==> config.mk <==
export PLATFORM = sky130hd
export DESIGN_NAME = pi_pwm_controller_with_capture
export DESIGN_NICKNAME = d
export VERILOG_FILES = /design/src/hw/rtl/pwmc_pkg.sv /design/src/hw/rtl/pi_pwm_controller_with_capture.sv /design/src/hw/rtl/pwmc_front.sv /design/src/hw/rtl/pwmc_mac.sv /design/src/hw/rtl/pwmc_scale.sv
export SDC_FILE = /design/constraint.sdc
export NUM_CORES = 2
export LEC_CHECK = 0
export ABC_AREA = 1
export BUFFER_PORTS_ARGS = -buffer_cell sky130_fd_sc_hd__buf_4
export CORE_UTILIZATION = 25
export CTS_BUF_LIST = sky130_fd_sc_hd__clkbuf_8
export CTS_CLUSTER_SIZE = 28
export DETAILED_ROUTE_END_ITERATION = 8
export GPL_ROUTABILITY_DRIVEN = 0
export PLACE_DENSITY = 0.45
export SKIP_LAST_GASP = 1
export SYNTH_ARGS = -nofsm -noshare
export SYNTH_HDL_FRONTEND = slang
export SYNTH_SLANG_ARGS = --single-unit
==> constraint.sdc <==
create_clock -name aclk -period 25.3 [get_ports aclk]
set_clock_uncertainty 0.05 [all_clocks]
set_input_delay 7.59 -clock aclk [delete_from_list [all_inputs] [get_ports aclk]]
set_output_delay 7.59 -clock aclk [all_outputs]
set_load 0.01 [all_outputs]
==> src/hw/rtl/pwmc_pkg.sv <==
// Shared constants, configuration and point types for the PI duty controller.
`timescale 1ns / 1ps

package pwmc_pkg;

    // Fixed field widths.
    localparam int SAMPLE_W   = 10;
    localparam int GAIN_W     = 16;
    localparam int INTEG_W    = 24;
    localparam int PERIOD_W   = 16;
    localparam int LEVEL_W    = 10;
    localparam int WLEN_W     = 11;
    localparam int DECIM_W    = 8;
    localparam int PHASE_W    = 10;
    localparam int ERR_W      = 11;
    localparam int INDEX_W    = 8;
    localparam int DUTY_W     = 16;
    localparam int CFG_IDX_W  = 8;
    localparam int CFG_DATA_W = 24;
    localparam int S_TDATA_W  = 16;
    localparam int M_TDATA_W  = 40;

    // Datapath widths of the serial arithmetic.
    localparam int ACC_W  = 42;
    localparam int EP_W   = 27;
    localparam int IP_W   = 40;
    localparam int PCT_W  = 15;
    localparam int PROD_W = PCT_W + PERIOD_W;
    localparam int FRAC_W = 8;
    localparam int QUOT_W = PROD_W - FRAC_W;
    localparam int REM_W  = 7;

    localparam int ADC_BITS       = 10;
    localparam int CAPTURE_POINTS = 200;

    localparam logic [SAMPLE_W-1:0] ADC_MASK    = SAMPLE_W'((1 << ADC_BITS) - 1);
    localparam logic [INDEX_W-1:0]  CAPTURE_END = INDEX_W'(CAPTURE_POINTS);
    localparam logic [WLEN_W-1:0]   WLEN_LIMIT  = WLEN_W'(1024);
    localparam logic [ACC_W-1:0]    HALF_PCT    = ACC_W'(12800);
    localparam logic [ACC_W-1:0]    FULL_PCT    = ACC_W'(25600);
    localparam logic [REM_W:0]      DIVISOR     = (REM_W + 1)'(100);

    localparam logic signed [INTEG_W-1:0] INTEG_MAX = {1'b0, {(INTEG_W - 1){1'b1}}};
    localparam logic signed [INTEG_W-1:0] INTEG_MIN = {1'b1, {(INTEG_W - 1){1'b0}}};

    typedef enum logic [CFG_IDX_W-1:0] {
        REG_KP           = 8'd0,
        REG_KI           = 8'd1,
        REG_INTEGRAL_MAX = 8'd2,
        REG_PWM_PERIOD   = 8'd3,
        REG_REF_HIGH     = 8'd4,
        REG_REF_LOW      = 8'd5,
        REG_WAVE_LENGTH  = 8'd6,
        REG_DECIMATION   = 8'd7
    } cfg_reg_t;

    typedef struct packed {
        logic signed [GAIN_W-1:0]  kp;
        logic signed [GAIN_W-1:0]  ki;
        logic signed [INTEG_W-1:0] integral_max;
        logic [PERIOD_W-1:0]       pwm_period;
        logic [LEVEL_W-1:0]        ref_high;
        logic [LEVEL_W-1:0]        ref_low;
        logic [WLEN_W-1:0]         wave_length;
        logic [DECIM_W-1:0]        decimation;
    } pwmc_cfg_t;

    typedef struct packed {
        logic                valid;
        logic [SAMPLE_W-1:0] sample;
        logic [LEVEL_W-1:0]  reference;
        logic                done;
    } pwmc_point_t;

    typedef enum logic [4:0] {
        ST_IDLE  = 5'b00001,
        ST_LOAD  = 5'b00010,
        ST_MAC   = 5'b00100,
        ST_SCALE = 5'b01000,
        ST_FIN   = 5'b10000
    } top_state_t;

    typedef enum logic [2:0] {
        SC_IDLE = 3'b001,
        SC_MUL  = 3'b010,
        SC_DIV  = 3'b100
    } scale_state_t;

endpackage

==> src/hw/rtl/pi_pwm_controller_with_capture.sv <==
// Top level of the PI duty controller with decimated (sample, reference) capture.
// Items are taken one at a time: a new item is accepted only once the previous result has been
// loaded into the output register, after the serial arithmetic: a 16-step gain
// multiply-accumulate, a 16-step multiply by the period and a 23-step divide by 100.
// A finished result waits in the output register while the next item is accepted.
// Reset (aresetn low, synchronous) restores the register defaults and clears the integrator, phase and capture state.
`timescale 1ns / 1ps

module pi_pwm_controller_with_capture (
    input  logic                               aclk,
    input  logic                               aresetn,
    // Input items.
    input  logic                               s_tvalid,
    output logic                               s_tready,
    input  logic [pwmc_pkg::S_TDATA_W-1:0]     s_tdata,   // [9:0] adc_sample, [15:10] zero
    input  logic [0:0]                         s_tuser,   // [0] start_capture
    // Result items.
    output logic                               m_tvalid,
    input  logic                               m_tready,
    output logic [pwmc_pkg::M_TDATA_W-1:0]     m_tdata,   // [15:0] duty_compare,
                                                          // [25:16] point_sample,
                                                          // [35:26] point_reference,
                                                          // [39:36] zero
    output logic [0:0]                         m_tuser,   // [0] point_valid
    output logic                               m_tlast,   // capture_done
    // Register writes.
    input  logic                               cfg_valid,
    output logic                               cfg_ready,
    input  logic [pwmc_pkg::CFG_IDX_W-1:0]     cfg_index,
    input  logic [pwmc_pkg::CFG_DATA_W-1:0]    cfg_wdata
);

    pwmc_pkg::pwmc_cfg_t                   cfg_reg;
    pwmc_pkg::top_state_t                  state_reg, state_next;
    logic                                  s_accept, cfg_accept, out_free, out_load;
    logic                                  mac_start, mac_done, scale_start, scale_done;
    logic signed [pwmc_pkg::ERR_W-1:0]     err;
    logic signed [pwmc_pkg::INTEG_W-1:0]   integ;
    logic [pwmc_pkg::PCT_W-1:0]            pct;
    logic [pwmc_pkg::DUTY_W-1:0]           duty;
    pwmc_pkg::pwmc_point_t                 point;
    logic                                  m_tvalid_reg;
    logic [pwmc_pkg::DUTY_W-1:0]           duty_reg;
    pwmc_pkg::pwmc_point_t                 point_reg;

    assign s_tready   = aresetn && (state_reg == pwmc_pkg::ST_IDLE);
    assign s_accept   = s_tvalid && s_tready;
    assign cfg_ready  = aresetn;
    assign cfg_accept = cfg_valid && cfg_ready;
    assign out_free   = !m_tvalid_reg || m_tready;
    assign out_load   = (state_reg == pwmc_pkg::ST_FIN) && out_free;
    assign mac_start  = (state_reg == pwmc_pkg::ST_LOAD);
    assign scale_start = (state_reg == pwmc_pkg::ST_MAC) && mac_done;

    always_ff @(posedge aclk) begin
        if (!aresetn) begin
            cfg_reg.kp           <= '0;
            cfg_reg.ki           <= '0;
            cfg_reg.integral_max <= '0;
            cfg_reg.pwm_period   <= pwmc_pkg::PERIOD_W'(2399);
            cfg_reg.ref_high     <= pwmc_pkg::LEVEL_W'(700);
            cfg_reg.ref_low      <= pwmc_pkg::LEVEL_W'(300);
            cfg_reg.wave_length  <= pwmc_pkg::WLEN_W'(1000);
            cfg_reg.decimation   <= pwmc_pkg::DECIM_W'(10);
        end else if (cfg_accept) begin
            unique case (cfg_index)
                pwmc_pkg::REG_KP:           cfg_reg.kp <= cfg_wdata[pwmc_pkg::GAIN_W-1:0];
                pwmc_pkg::REG_KI:           cfg_reg.ki <= cfg_wdata[pwmc_pkg::GAIN_W-1:0];
                pwmc_pkg::REG_INTEGRAL_MAX: cfg_reg.integral_max <= cfg_wdata;
                pwmc_pkg::REG_PWM_PERIOD:
                    cfg_reg.pwm_period <= cfg_wdata[pwmc_pkg::PERIOD_W-1:0];
                pwmc_pkg::REG_REF_HIGH:     cfg_reg.ref_high <= cfg_wdata[pwmc_pkg::LEVEL_W-1:0];
                pwmc_pkg::REG_REF_LOW:      cfg_reg.ref_low <= cfg_wdata[pwmc_pkg::LEVEL_W-1:0];
                pwmc_pkg::REG_WAVE_LENGTH:
                    cfg_reg.wave_length <= cfg_wdata[pwmc_pkg::WLEN_W-1:0];
                pwmc_pkg::REG_DECIMATION:
                    cfg_reg.decimation <= cfg_wdata[pwmc_pkg::DECIM_W-1:0];
                default: begin
                end
            endcase
        end
    end

    always_comb begin
        state_next = state_reg;
        unique case (state_reg)
            pwmc_pkg::ST_IDLE:  if (s_accept) state_next = pwmc_pkg::ST_LOAD;
            pwmc_pkg::ST_LOAD:  state_next = pwmc_pkg::ST_MAC;
            pwmc_pkg::ST_MAC:   if (mac_done) state_next = pwmc_pkg::ST_SCALE;
            pwmc_pkg::ST_SCALE: if (scale_done) state_next = pwmc_pkg::ST_FIN;
            pwmc_pkg::ST_FIN:   if (out_free) state_next = pwmc_pkg::ST_IDLE;
            default:            state_next = pwmc_pkg::ST_IDLE;
        endcase
    end

    always_ff @(posedge aclk) begin
        if (!aresetn) begin
            state_reg    <= pwmc_pkg::ST_IDLE;
            m_tvalid_reg <= 1'b0;
        end else begin
            state_reg <= state_next;
            if (out_load) begin
                m_tvalid_reg <= 1'b1;
            end else if (m_tready) begin
                m_tvalid_reg <= 1'b0;
            end
        end
    end

    always_ff @(posedge aclk) begin
        if (out_load) begin
            duty_reg  <= duty;
            point_reg <= point;
        end
    end

    pwmc_front u_front (
        .aclk    (aclk),
        .aresetn (aresetn),
        .accept  (s_accept),
        .sample  (s_tdata[pwmc_pkg::SAMPLE_W-1:0]),
        .start   (s_tuser[0]),
        .cfg     (cfg_reg),
        .err     (err),
        .integ   (integ),
        .point   (point)
    );

    pwmc_mac u_mac (
        .aclk    (aclk),
        .aresetn (aresetn),
        .start   (mac_start),
        .err     (err),
        .integ   (integ),
        .kp      (cfg_reg.kp),
        .ki      (cfg_reg.ki),
        .done    (mac_done),
        .pct     (pct)
    );

    pwmc_scale u_scale (
        .aclk    (aclk),
        .aresetn (aresetn),
        .start   (scale_start),
        .pct     (pct),
        .period  (cfg_reg.pwm_period),
        .done    (scale_done),
        .duty    (duty)
    );

    assign m_tvalid = m_tvalid_reg;
    assign m_tdata  = {{(pwmc_pkg::M_TDATA_W - pwmc_pkg::DUTY_W - pwmc_pkg::SAMPLE_W
                         - pwmc_pkg::LEVEL_W){1'b0}},
                       point_reg.reference, point_reg.sample, duty_reg};
    assign m_tuser  = point_reg.valid;
    assign m_tlast  = point_reg.done;

endmodule

==> src/hw/rtl/pwmc_front.sv <==
// Per-tick state update: reference, error, clamped integrator and capture sequencing.
`timescale 1ns / 1ps

module pwmc_front (
    input  logic                                     aclk,
    input  logic                                     aresetn,
    input  logic                                     accept,
    input  logic [pwmc_pkg::SAMPLE_W-1:0]            sample,
    input  logic                                     start,
    input  pwmc_pkg::pwmc_cfg_t                      cfg,
    output logic signed [pwmc_pkg::ERR_W-1:0]        err,
    output logic signed [pwmc_pkg::INTEG_W-1:0]      integ,
    output pwmc_pkg::pwmc_point_t                    point
);

    logic signed [pwmc_pkg::INTEG_W-1:0] integ_reg, integ_next;
    logic [pwmc_pkg::PHASE_W-1:0]        phase_reg, phase_next;
    logic [pwmc_pkg::DECIM_W-1:0]        dcount_reg, dcount_next;
    logic [pwmc_pkg::INDEX_W-1:0]        cindex_reg, cindex_next;
    logic                                active_reg, active_next;
    logic signed [pwmc_pkg::ERR_W-1:0]   err_reg, err_next;
    pwmc_pkg::pwmc_point_t               point_reg, point_next;

    logic [pwmc_pkg::SAMPLE_W-1:0]       sample_m;
    logic [pwmc_pkg::WLEN_W-1:0]         wl;
    logic [pwmc_pkg::WLEN_W-1:0]         nxt_phase;
    logic [pwmc_pkg::LEVEL_W-1:0]        ref_val;
    logic signed [pwmc_pkg::INTEG_W-1:0] base;
    logic signed [pwmc_pkg::INTEG_W:0]   sum_w;
    logic signed [pwmc_pkg::INTEG_W-1:0] sat;
    logic [pwmc_pkg::DECIM_W-1:0]        dc_inc;
    logic [pwmc_pkg::INDEX_W-1:0]        ci_base, ci_inc;
    logic                                act, pt_valid, pt_done;

    always_comb begin
        sample_m = sample & pwmc_pkg::ADC_MASK;
        wl = (cfg.wave_length > pwmc_pkg::WLEN_LIMIT) ? pwmc_pkg::WLEN_LIMIT : cfg.wave_length;
        ref_val = ({1'b0, phase_reg} < (wl >> 1)) ? cfg.ref_high : cfg.ref_low;
        err_next = $signed({1'b0, sample_m}) - $signed({1'b0, ref_val});

        // The start pulse clears the integrator before this tick's error goes in.
        base  = start ? '0 : integ_reg;
        sum_w = {base[pwmc_pkg::INTEG_W-1], base}
              + {{(pwmc_pkg::INTEG_W + 1 - pwmc_pkg::ERR_W){err_next[pwmc_pkg::ERR_W-1]}},
                 err_next};
        if (sum_w[pwmc_pkg::INTEG_W] != sum_w[pwmc_pkg::INTEG_W-1]) begin
            sat = sum_w[pwmc_pkg::INTEG_W] ? pwmc_pkg::INTEG_MIN : pwmc_pkg::INTEG_MAX;
        end else begin
            sat = sum_w[pwmc_pkg::INTEG_W-1:0];
        end
        integ_next = (sat > cfg.integral_max) ? cfg.integral_max : sat;

        act      = start | active_reg;
        dc_inc   = (start ? '0 : dcount_reg) + 1'b1;
        ci_base  = start ? '0 : cindex_reg;
        pt_valid = act && (dc_inc == cfg.decimation);
        ci_inc   = pt_valid ? ci_base + 1'b1 : ci_base;
        pt_done  = act && (ci_inc == pwmc_pkg::CAPTURE_END);

        dcount_next = act ? (pt_valid ? '0 : dc_inc) : dcount_reg;
        cindex_next = act ? (pt_done ? '0 : ci_inc) : cindex_reg;
        active_next = act && !pt_done;

        nxt_phase  = {1'b0, phase_reg} + 1'b1;
        phase_next = (nxt_phase >= wl) ? '0 : nxt_phase[pwmc_pkg::PHASE_W-1:0];

        point_next.valid     = pt_valid;
        point_next.sample    = pt_valid ? sample_m : '0;
        point_next.reference = pt_valid ? ref_val : '0;
        point_next.done      = pt_done;
    end

    always_ff @(posedge aclk) begin
        if (!aresetn) begin
            integ_reg  <= '0;
            phase_reg  <= '0;
            dcount_reg <= '0;
            cindex_reg <= '0;
            active_reg <= 1'b0;
        end else if (accept) begin
            integ_reg  <= integ_next;
            phase_reg  <= phase_next;
            dcount_reg <= dcount_next;
            cindex_reg <= cindex_next;
            active_reg <= active_next;
        end
    end

    always_ff @(posedge aclk) begin
        if (accept) begin
            err_reg   <= err_next;
            point_reg <= point_next;
        end
    end

    assign err   = err_reg;
    assign integ = integ_reg;
    assign point = point_reg;

endmodule

==> src/hw/rtl/pwmc_mac.sv <==
// Bit-serial signed multiply-accumulate of kp*err + ki*integ + 50 percent, clamped to 0..100.
`timescale 1ns / 1ps

module pwmc_mac (
    input  logic                                 aclk,
    input  logic                                 aresetn,
    input  logic                                 start,
    input  logic signed [pwmc_pkg::ERR_W-1:0]    err,
    input  logic signed [pwmc_pkg::INTEG_W-1:0]  integ,
    input  logic signed [pwmc_pkg::GAIN_W-1:0]   kp,
    input  logic signed [pwmc_pkg::GAIN_W-1:0]   ki,
    output logic                                 done,
    output logic [pwmc_pkg::PCT_W-1:0]           pct
);

    localparam int CNT_W = $clog2(pwmc_pkg::GAIN_W);

    logic                                busy_reg, done_reg;
    logic [CNT_W-1:0]                    cnt_reg;
    logic [pwmc_pkg::GAIN_W-1:0]         kp_sh_reg, ki_sh_reg;
    logic signed [pwmc_pkg::EP_W-1:0]    err_sh_reg;
    logic signed [pwmc_pkg::IP_W-1:0]    int_sh_reg;
    logic signed [pwmc_pkg::ACC_W-1:0]   acc_reg, acc_next;
    logic signed [pwmc_pkg::ACC_W-1:0]   t_p, t_i;
    logic                                last;

    always_comb begin
        last = (cnt_reg == CNT_W'(pwmc_pkg::GAIN_W - 1));
        t_p  = kp_sh_reg[0]
             ? {{(pwmc_pkg::ACC_W - pwmc_pkg::EP_W){err_sh_reg[pwmc_pkg::EP_W-1]}}, err_sh_reg}
             : '0;
        t_i  = ki_sh_reg[0]
             ? {{(pwmc_pkg::ACC_W - pwmc_pkg::IP_W){int_sh_reg[pwmc_pkg::IP_W-1]}}, int_sh_reg}
             : '0;
        // The gain's top bit carries negative weight in two's complement.
        acc_next = last ? acc_reg - t_p - t_i : acc_reg + t_p + t_i;

        if (acc_reg[pwmc_pkg::ACC_W-1]) begin
            pct = '0;
        end else if ($unsigned(acc_reg) > pwmc_pkg::FULL_PCT) begin
            pct = pwmc_pkg::FULL_PCT[pwmc_pkg::PCT_W-1:0];
        end else begin
            pct = acc_reg[pwmc_pkg::PCT_W-1:0];
        end
    end

    always_ff @(posedge aclk) begin
        if (!aresetn) begin
            busy_reg <= 1'b0;
            done_reg <= 1'b0;
            cnt_reg  <= '0;
        end else begin
            done_reg <= 1'b0;
            if (start) begin
                busy_reg <= 1'b1;
                cnt_reg  <= '0;
            end else if (busy_reg) begin
                cnt_reg <= cnt_reg + 1'b1;
                if (last) begin
                    busy_reg <= 1'b0;
                    done_reg <= 1'b1;
                end
            end
        end
    end

    always_ff @(posedge aclk) begin
        if (start) begin
            kp_sh_reg  <= kp;
            ki_sh_reg  <= ki;
            err_sh_reg <= {{(pwmc_pkg::EP_W - pwmc_pkg::ERR_W){err[pwmc_pkg::ERR_W-1]}}, err};
            int_sh_reg <= {{(pwmc_pkg::IP_W - pwmc_pkg::INTEG_W){integ[pwmc_pkg::INTEG_W-1]}},
                           integ};
            acc_reg    <= pwmc_pkg::HALF_PCT;
        end else if (busy_reg) begin
            kp_sh_reg  <= kp_sh_reg >> 1;
            ki_sh_reg  <= ki_sh_reg >> 1;
            err_sh_reg <= err_sh_reg <<< 1;
            int_sh_reg <= int_sh_reg <<< 1;
            acc_reg    <= acc_next;
        end
    end

    assign done = done_reg;

endmodule

==> src/hw/rtl/pwmc_scale.sv <==
// Serial scaling of the duty percentage: multiply by the period, then divide by 25600.
`timescale 1ns / 1ps

module pwmc_scale (
    input  logic                           aclk,
    input  logic                           aresetn,
    input  logic                           start,
    input  logic [pwmc_pkg::PCT_W-1:0]     pct,
    input  logic [pwmc_pkg::PERIOD_W-1:0]  period,
    output logic                           done,
    output logic [pwmc_pkg::DUTY_W-1:0]    duty
);

    localparam int CNT_W = $clog2(pwmc_pkg::QUOT_W);

    pwmc_pkg::scale_state_t          state_reg;
    logic                            done_reg;
    logic [CNT_W-1:0]                cnt_reg;
    logic [pwmc_pkg::PERIOD_W-1:0]   mul_sh_reg;
    logic [pwmc_pkg::PROD_W-1:0]     mcand_reg;
    logic [pwmc_pkg::PROD_W-1:0]     prod_reg, prod_next;
    logic [pwmc_pkg::QUOT_W-1:0]     quot_reg;
    logic [pwmc_pkg::REM_W-1:0]      rem_reg;
    logic [pwmc_pkg::REM_W:0]        rem_t, rem_sub;
    logic                            ge;
    logic                            mul_last, div_last;

    always_comb begin
        prod_next = prod_reg + (mul_sh_reg[0] ? mcand_reg : '0);
        mul_last  = (cnt_reg == CNT_W'(pwmc_pkg::PERIOD_W - 1));
        div_last  = (cnt_reg == CNT_W'(pwmc_pkg::QUOT_W - 1));
        // Restoring division by 100, one quotient bit per cycle.
        rem_t   = {rem_reg, quot_reg[pwmc_pkg::QUOT_W-1]};
        ge      = (rem_t >= pwmc_pkg::DIVISOR);
        rem_sub = rem_t - pwmc_pkg::DIVISOR;
    end

    always_ff @(posedge aclk) begin
        if (!aresetn) begin
            state_reg <= pwmc_pkg::SC_IDLE;
            done_reg  <= 1'b0;
            cnt_reg   <= '0;
        end else begin
            done_reg <= 1'b0;
            unique case (state_reg)
                pwmc_pkg::SC_IDLE: begin
                    if (start) begin
                        state_reg <= pwmc_pkg::SC_MUL;
                        cnt_reg   <= '0;
                    end
                end
                pwmc_pkg::SC_MUL: begin
                    if (mul_last) begin
                        state_reg <= pwmc_pkg::SC_DIV;
                        cnt_reg   <= '0;
                    end else begin
                        cnt_reg <= cnt_reg + 1'b1;
                    end
                end
                pwmc_pkg::SC_DIV: begin
                    if (div_last) begin
                        state_reg <= pwmc_pkg::SC_IDLE;
                        done_reg  <= 1'b1;
                    end else begin
                        cnt_reg <= cnt_reg + 1'b1;
                    end
                end
                default: begin
                    state_reg <= pwmc_pkg::SC_IDLE;
                end
            endcase
        end
    end

    always_ff @(posedge aclk) begin
        case (state_reg)
            pwmc_pkg::SC_IDLE: begin
                if (start) begin
                    mul_sh_reg <= period;
                    mcand_reg  <= {{(pwmc_pkg::PROD_W - pwmc_pkg::PCT_W){1'b0}}, pct};
                    prod_reg   <= '0;
                end
            end
            pwmc_pkg::SC_MUL: begin
                mul_sh_reg <= mul_sh_reg >> 1;
                mcand_reg  <= mcand_reg << 1;
                prod_reg   <= prod_next;
                if (mul_last) begin
                    // Dropping the low byte divides by 256; the divide by 100 follows.
                    quot_reg <= prod_next[pwmc_pkg::PROD_W-1:pwmc_pkg::FRAC_W];
                    rem_reg  <= '0;
                end
            end
            pwmc_pkg::SC_DIV: begin
                rem_reg  <= ge ? rem_sub[pwmc_pkg::REM_W-1:0] : rem_t[pwmc_pkg::REM_W-1:0];
                quot_reg <= {quot_reg[pwmc_pkg::QUOT_W-2:0], ge};
            end
            default: begin
            end
        endcase
    end

    assign done = done_reg;
    assign duty = quot_reg[pwmc_pkg::DUTY_W-1:0];

endmodule

==> out/summary.txt <==
RUN STATUS
------------------------------------------------------------------------------
Result of the run ............................................... finished, final reports clean

YOSYS
------------------------------------------------------------------------------
Cell taking the most area after synthesis ....................... sky130_fd_sc_hd__edfxtp_1
Async set-or-reset flop fraction in the synthesized netlist .....            0
Yosys warns .....................................................            0
Post-synthesis cell count .......................................         4166
Unique cell type count in the Yosys netlist .....................           57
Share of the synthesized area in the top cell type ..............        0.258
Average cell area after synthesis ...............................    7.76 um^2
Commonest register cell after synthesis ......................... sky130_fd_sc_hd__edfxtp_1
Proportion of synthesized chip area in sequential cells .........        0.397
Flip-flop and latch count after synthesis .......................          503
Cell Area, Synth ................................................   32300 um^2
Ranking of synthesized cells by area ............................ sky130_fd_sc_hd__edfxtp_1 (26%), sky130_fd_sc_hd__dfxtp_1 (14%), sky130_fd_sc_hd__nand2_1 (11%)
EDFF count, synth ...............................................          278

POWER AND IR DROP
------------------------------------------------------------------------------
Int Power .......................................................      1910 uW
Static power due to leakage .....................................    0.0160 uW
Sequential fraction of design power .............................        0.284
IR Drop Worst-Case VDD ..........................................      72.4 uV
Power density over cell area .................................... 95.8 nW/um^2
Switching Power .................................................      1610 uW
Design Power ....................................................      3530 uW
Gate power share ................................................        0.487
Proportion of power drawn by the clock network ..................        0.229
Switching Share .................................................        0.457

DRT
------------------------------------------------------------------------------
Vias after detailed routing .....................................        27302
Post-Route WL ...................................................     95800 um
Via-to-Cell Ratio ...............................................         4.51
Post-DR wirelength/cell .........................................      15.8 um
DRC violations left .............................................            0
Count of nets left with antenna violations after detail routing .            0
DRT Pass-1 Iters ................................................            5
Initial DRC count ...............................................         1519

CLOCK TREE
------------------------------------------------------------------------------
Count of hold buffers inserted by post-cts repair ...............            0
H-tree lvl count ................................................            3
TritonCTS clock tree ............................................          yes
Post-CTS setup buffer count .....................................            0
Master cell of the clock root buffer ............................ sky130_fd_sc_hd__clkbuf_8
Cts bufs inserted ...............................................           92
Clock Pin Slew Worst Setup and Hold Paths .......................      0.06 ns
Worst skew pair latency .........................................      0.74 ns
Clock buffer depth ..............................................            3
Sink Count ......................................................          503
Post-cts repair resize count ....................................            0

LAYOUT
------------------------------------------------------------------------------
Number of nets in the layout ....................................         4596
Most common cell after layout, fill and taps aside .............. sky130_fd_sc_hd__nand2_1
Filler cell count ...............................................        13954
Synth-to-Final Area Change ......................................        13.8%
Share of layout cells above drive strength 1 ....................       0.0693
Largest register FFs ............................................          111
Area taken by flip-flops and latches ............................   12900 um^2
Commonest cells after routing, fill and taps aside .............. sky130_fd_sc_hd__nand2_1 (983), sky130_fd_sc_hd__inv_1 (564), sky130_fd_sc_hd__a21oi_1 (390), sky130_fd_sc_hd__nor2_1 (366), sky130_fd_sc_hd__o21ai_0 (342)
Area taken by multi-input logic gates ...........................   17000 um^2

SETUP PATH
------------------------------------------------------------------------------
Class of the most critical setup path ........................... input pin to output pin
FF-to-FF Start .................................................. cfg_reg[9]$_SDFFE_PN0P_
Crit end category ...............................................   output pin
CP Data Arrival Time ............................................      8.49 ns
Startpoint class of the critical path ...........................    input pin
Largest driver fanout on the critical path ......................           69
CP required .....................................................     17.66 ns
Worst-case reg-to-reg path depth ................................           48
Register-to-Register Setup Slack ................................     14.41 ns
Capture instance of the worst register-to-register path ......... u_front.integ[23]$_SDFFE_PN0P_

DIE
------------------------------------------------------------------------------
Area of the core ................................................  128000 um^2
Number of standard-cell rows in the floorplan ...................          131
Die Span Y ......................................................       362 um
Initial core utilization ........................................        0.253
Area enclosed by the die boundary ...............................  131000 um^2
Die X ...........................................................       362 um
I/O pins ........................................................           99

STA
------------------------------------------------------------------------------
Setup repair after global routing missed its margin .............        false
Slew at the pin with the worst max-slew slack ...................      1.14 ns
Remaining max-slew budget at the tightest pin ...................        0.240
Number of setup violations in the final report ..................            0
Crit path time final ............................................     16.13 ns
Post-route clock period utilization .............................        0.638
Fmax ............................................................   0.0620 GHz
Final Hold Vio Count ............................................            0
Number of pins with negative max-slew slack in the final report .            0
TNS Setup .......................................................         0 ns

WORST HOLD PATH
------------------------------------------------------------------------------
Worst hold stages ...............................................            0
Critical hold path startpoint ................................... u_front.point[12]$_SDFFCE_PN0P_
Kind of path behind the tightest hold check ..................... flip-flop to flip-flop
Endpoint of the worst hold-timing path .......................... m_tdata[17]$_DFFE_PP_

GLOBAL ROUTE
------------------------------------------------------------------------------
Vias in the first global route ..................................        27140
Global-route wire length before repair ..........................    152000 um
Initial antenna violation count .................................            2
Largest net degree at the start of global routing ...............           79
Global routing usage summed across all routing layers ...........        0.146
Overflow after GRT ..............................................            0

PLACEMENT
------------------------------------------------------------------------------
Number of buffers inserted by port buffering ....................           88
Dpl hpwl ........................................................     70800 um

FLOW RUN
------------------------------------------------------------------------------
Max-Cap Viols ...................................................            0

-- power groups by stage --
stage	sequential (uW)	combinational [uW]	clock, uW
6_report	1000	1720	807
5_1_grt	1010	1940	869
4_1_cts	1000	1710	840
3_5_place_dp	1020	1700	0
3_3_place_gp	1020	1700	0
2_1_floorplan	997	1210	0
-- cells by family after synthesis --
logic type,synth area share
flip-flops,0.397
AO/OA/AOI/OAI,0.150
multiplexers,0.00248
buffers and inverters,0.0804
XOR/XNOR,0.0198
adder cells (fa/ha/maj),0.132
AND/OR/NAND/NOR,0.218
other,0.000116
-- Yosys cell counts (all sizes together) (3+ instances only) --
| cell | count |
|---|---|
| ha | 205 |
| a21boi | 7 |
| o21a | 5 |
| or2 | 22 |
| o31ai | 11 |
| o21ai | 356 |
| buf | 18 |
| edfxtp | 278 |
| mux2i | 8 |
| clkinv | 3 |
| nor4 | 14 |
| a21oi | 390 |
| a211oi | 5 |
| o21bai | 19 |
| nor2 | 374 |
| dfxtp | 225 |
| and3 | 10 |
| fa | 85 |
| xnor2 | 24 |
| o211ai | 44 |
| nand4 | 32 |
| nand2 | 988 |
| clkbuf | 110 |
| nor3 | 49 |
| a21o | 12 |
| o2111ai | 5 |
| nand3 | 213 |
| nand3b | 5 |
| o32ai | 3 |
| xor2 | 49 |
| nor3b | 4 |
| a31oi | 27 |
| inv | 553 |
-- how the worst max path moves through the flow --
stage / to / slack [ns] / from
floorplan: s_tready / 9.41 / aresetn
global route: s_tready / 9.05 / aresetn
detailed placement: s_tready / 9.15 / aresetn
finish: s_tready / 9.17 / aresetn
global placement: s_tready / 9.16 / aresetn
CTS: s_tready / 9.14 / aresetn
-- layer usage --
| layer | GRT usage | part of all wire |
|---|---|---|
| met5 | 0 | 0 |
| met4 | 0.0392 | 0.025 |
| met3 | 0.0208 | 0.034 |
| met2 | 0.243 | 0.46 |
| met1 | 0.196 | 0.48 |
-- stage by stage --
step                      hold slack (ns)  worst slack [ns]  area [um^2]  instances  utilization
after floorplan                     0.350              9.41        32400       4169            -
after global placement              0.353              9.16        34900       5887        0.273
after detailed placement            0.355              9.15        34900       5887        0.273
after CTS                           0.343              9.14        36800       6058        0.287
after global routing                0.348              9.05        36800       6060        0.287
final                               0.349              9.17        36800       6060        0.287
-- final cells by class --
type	instances	area share
antenna	2	0.000136
clock buffer	102	0.0381
clock inverter	69	0.0125
inverter	556	0.0568
multi-input combinational	2982	0.461
sequential	503	0.349
tap	1729	0.0588
timing repair buffer	117	0.0239
-- worst max-delay path, cell delays in order --
cell and delay [ns]:
sky130_fd_sc_hd__buf_4 0.52, sky130_fd_sc_hd__inv_2 0.07, sky130_fd_sc_hd__nor2_1 0.16, sky130_fd_sc_hd__buf_4 0.14
Power figures use the tool's default switching activity.
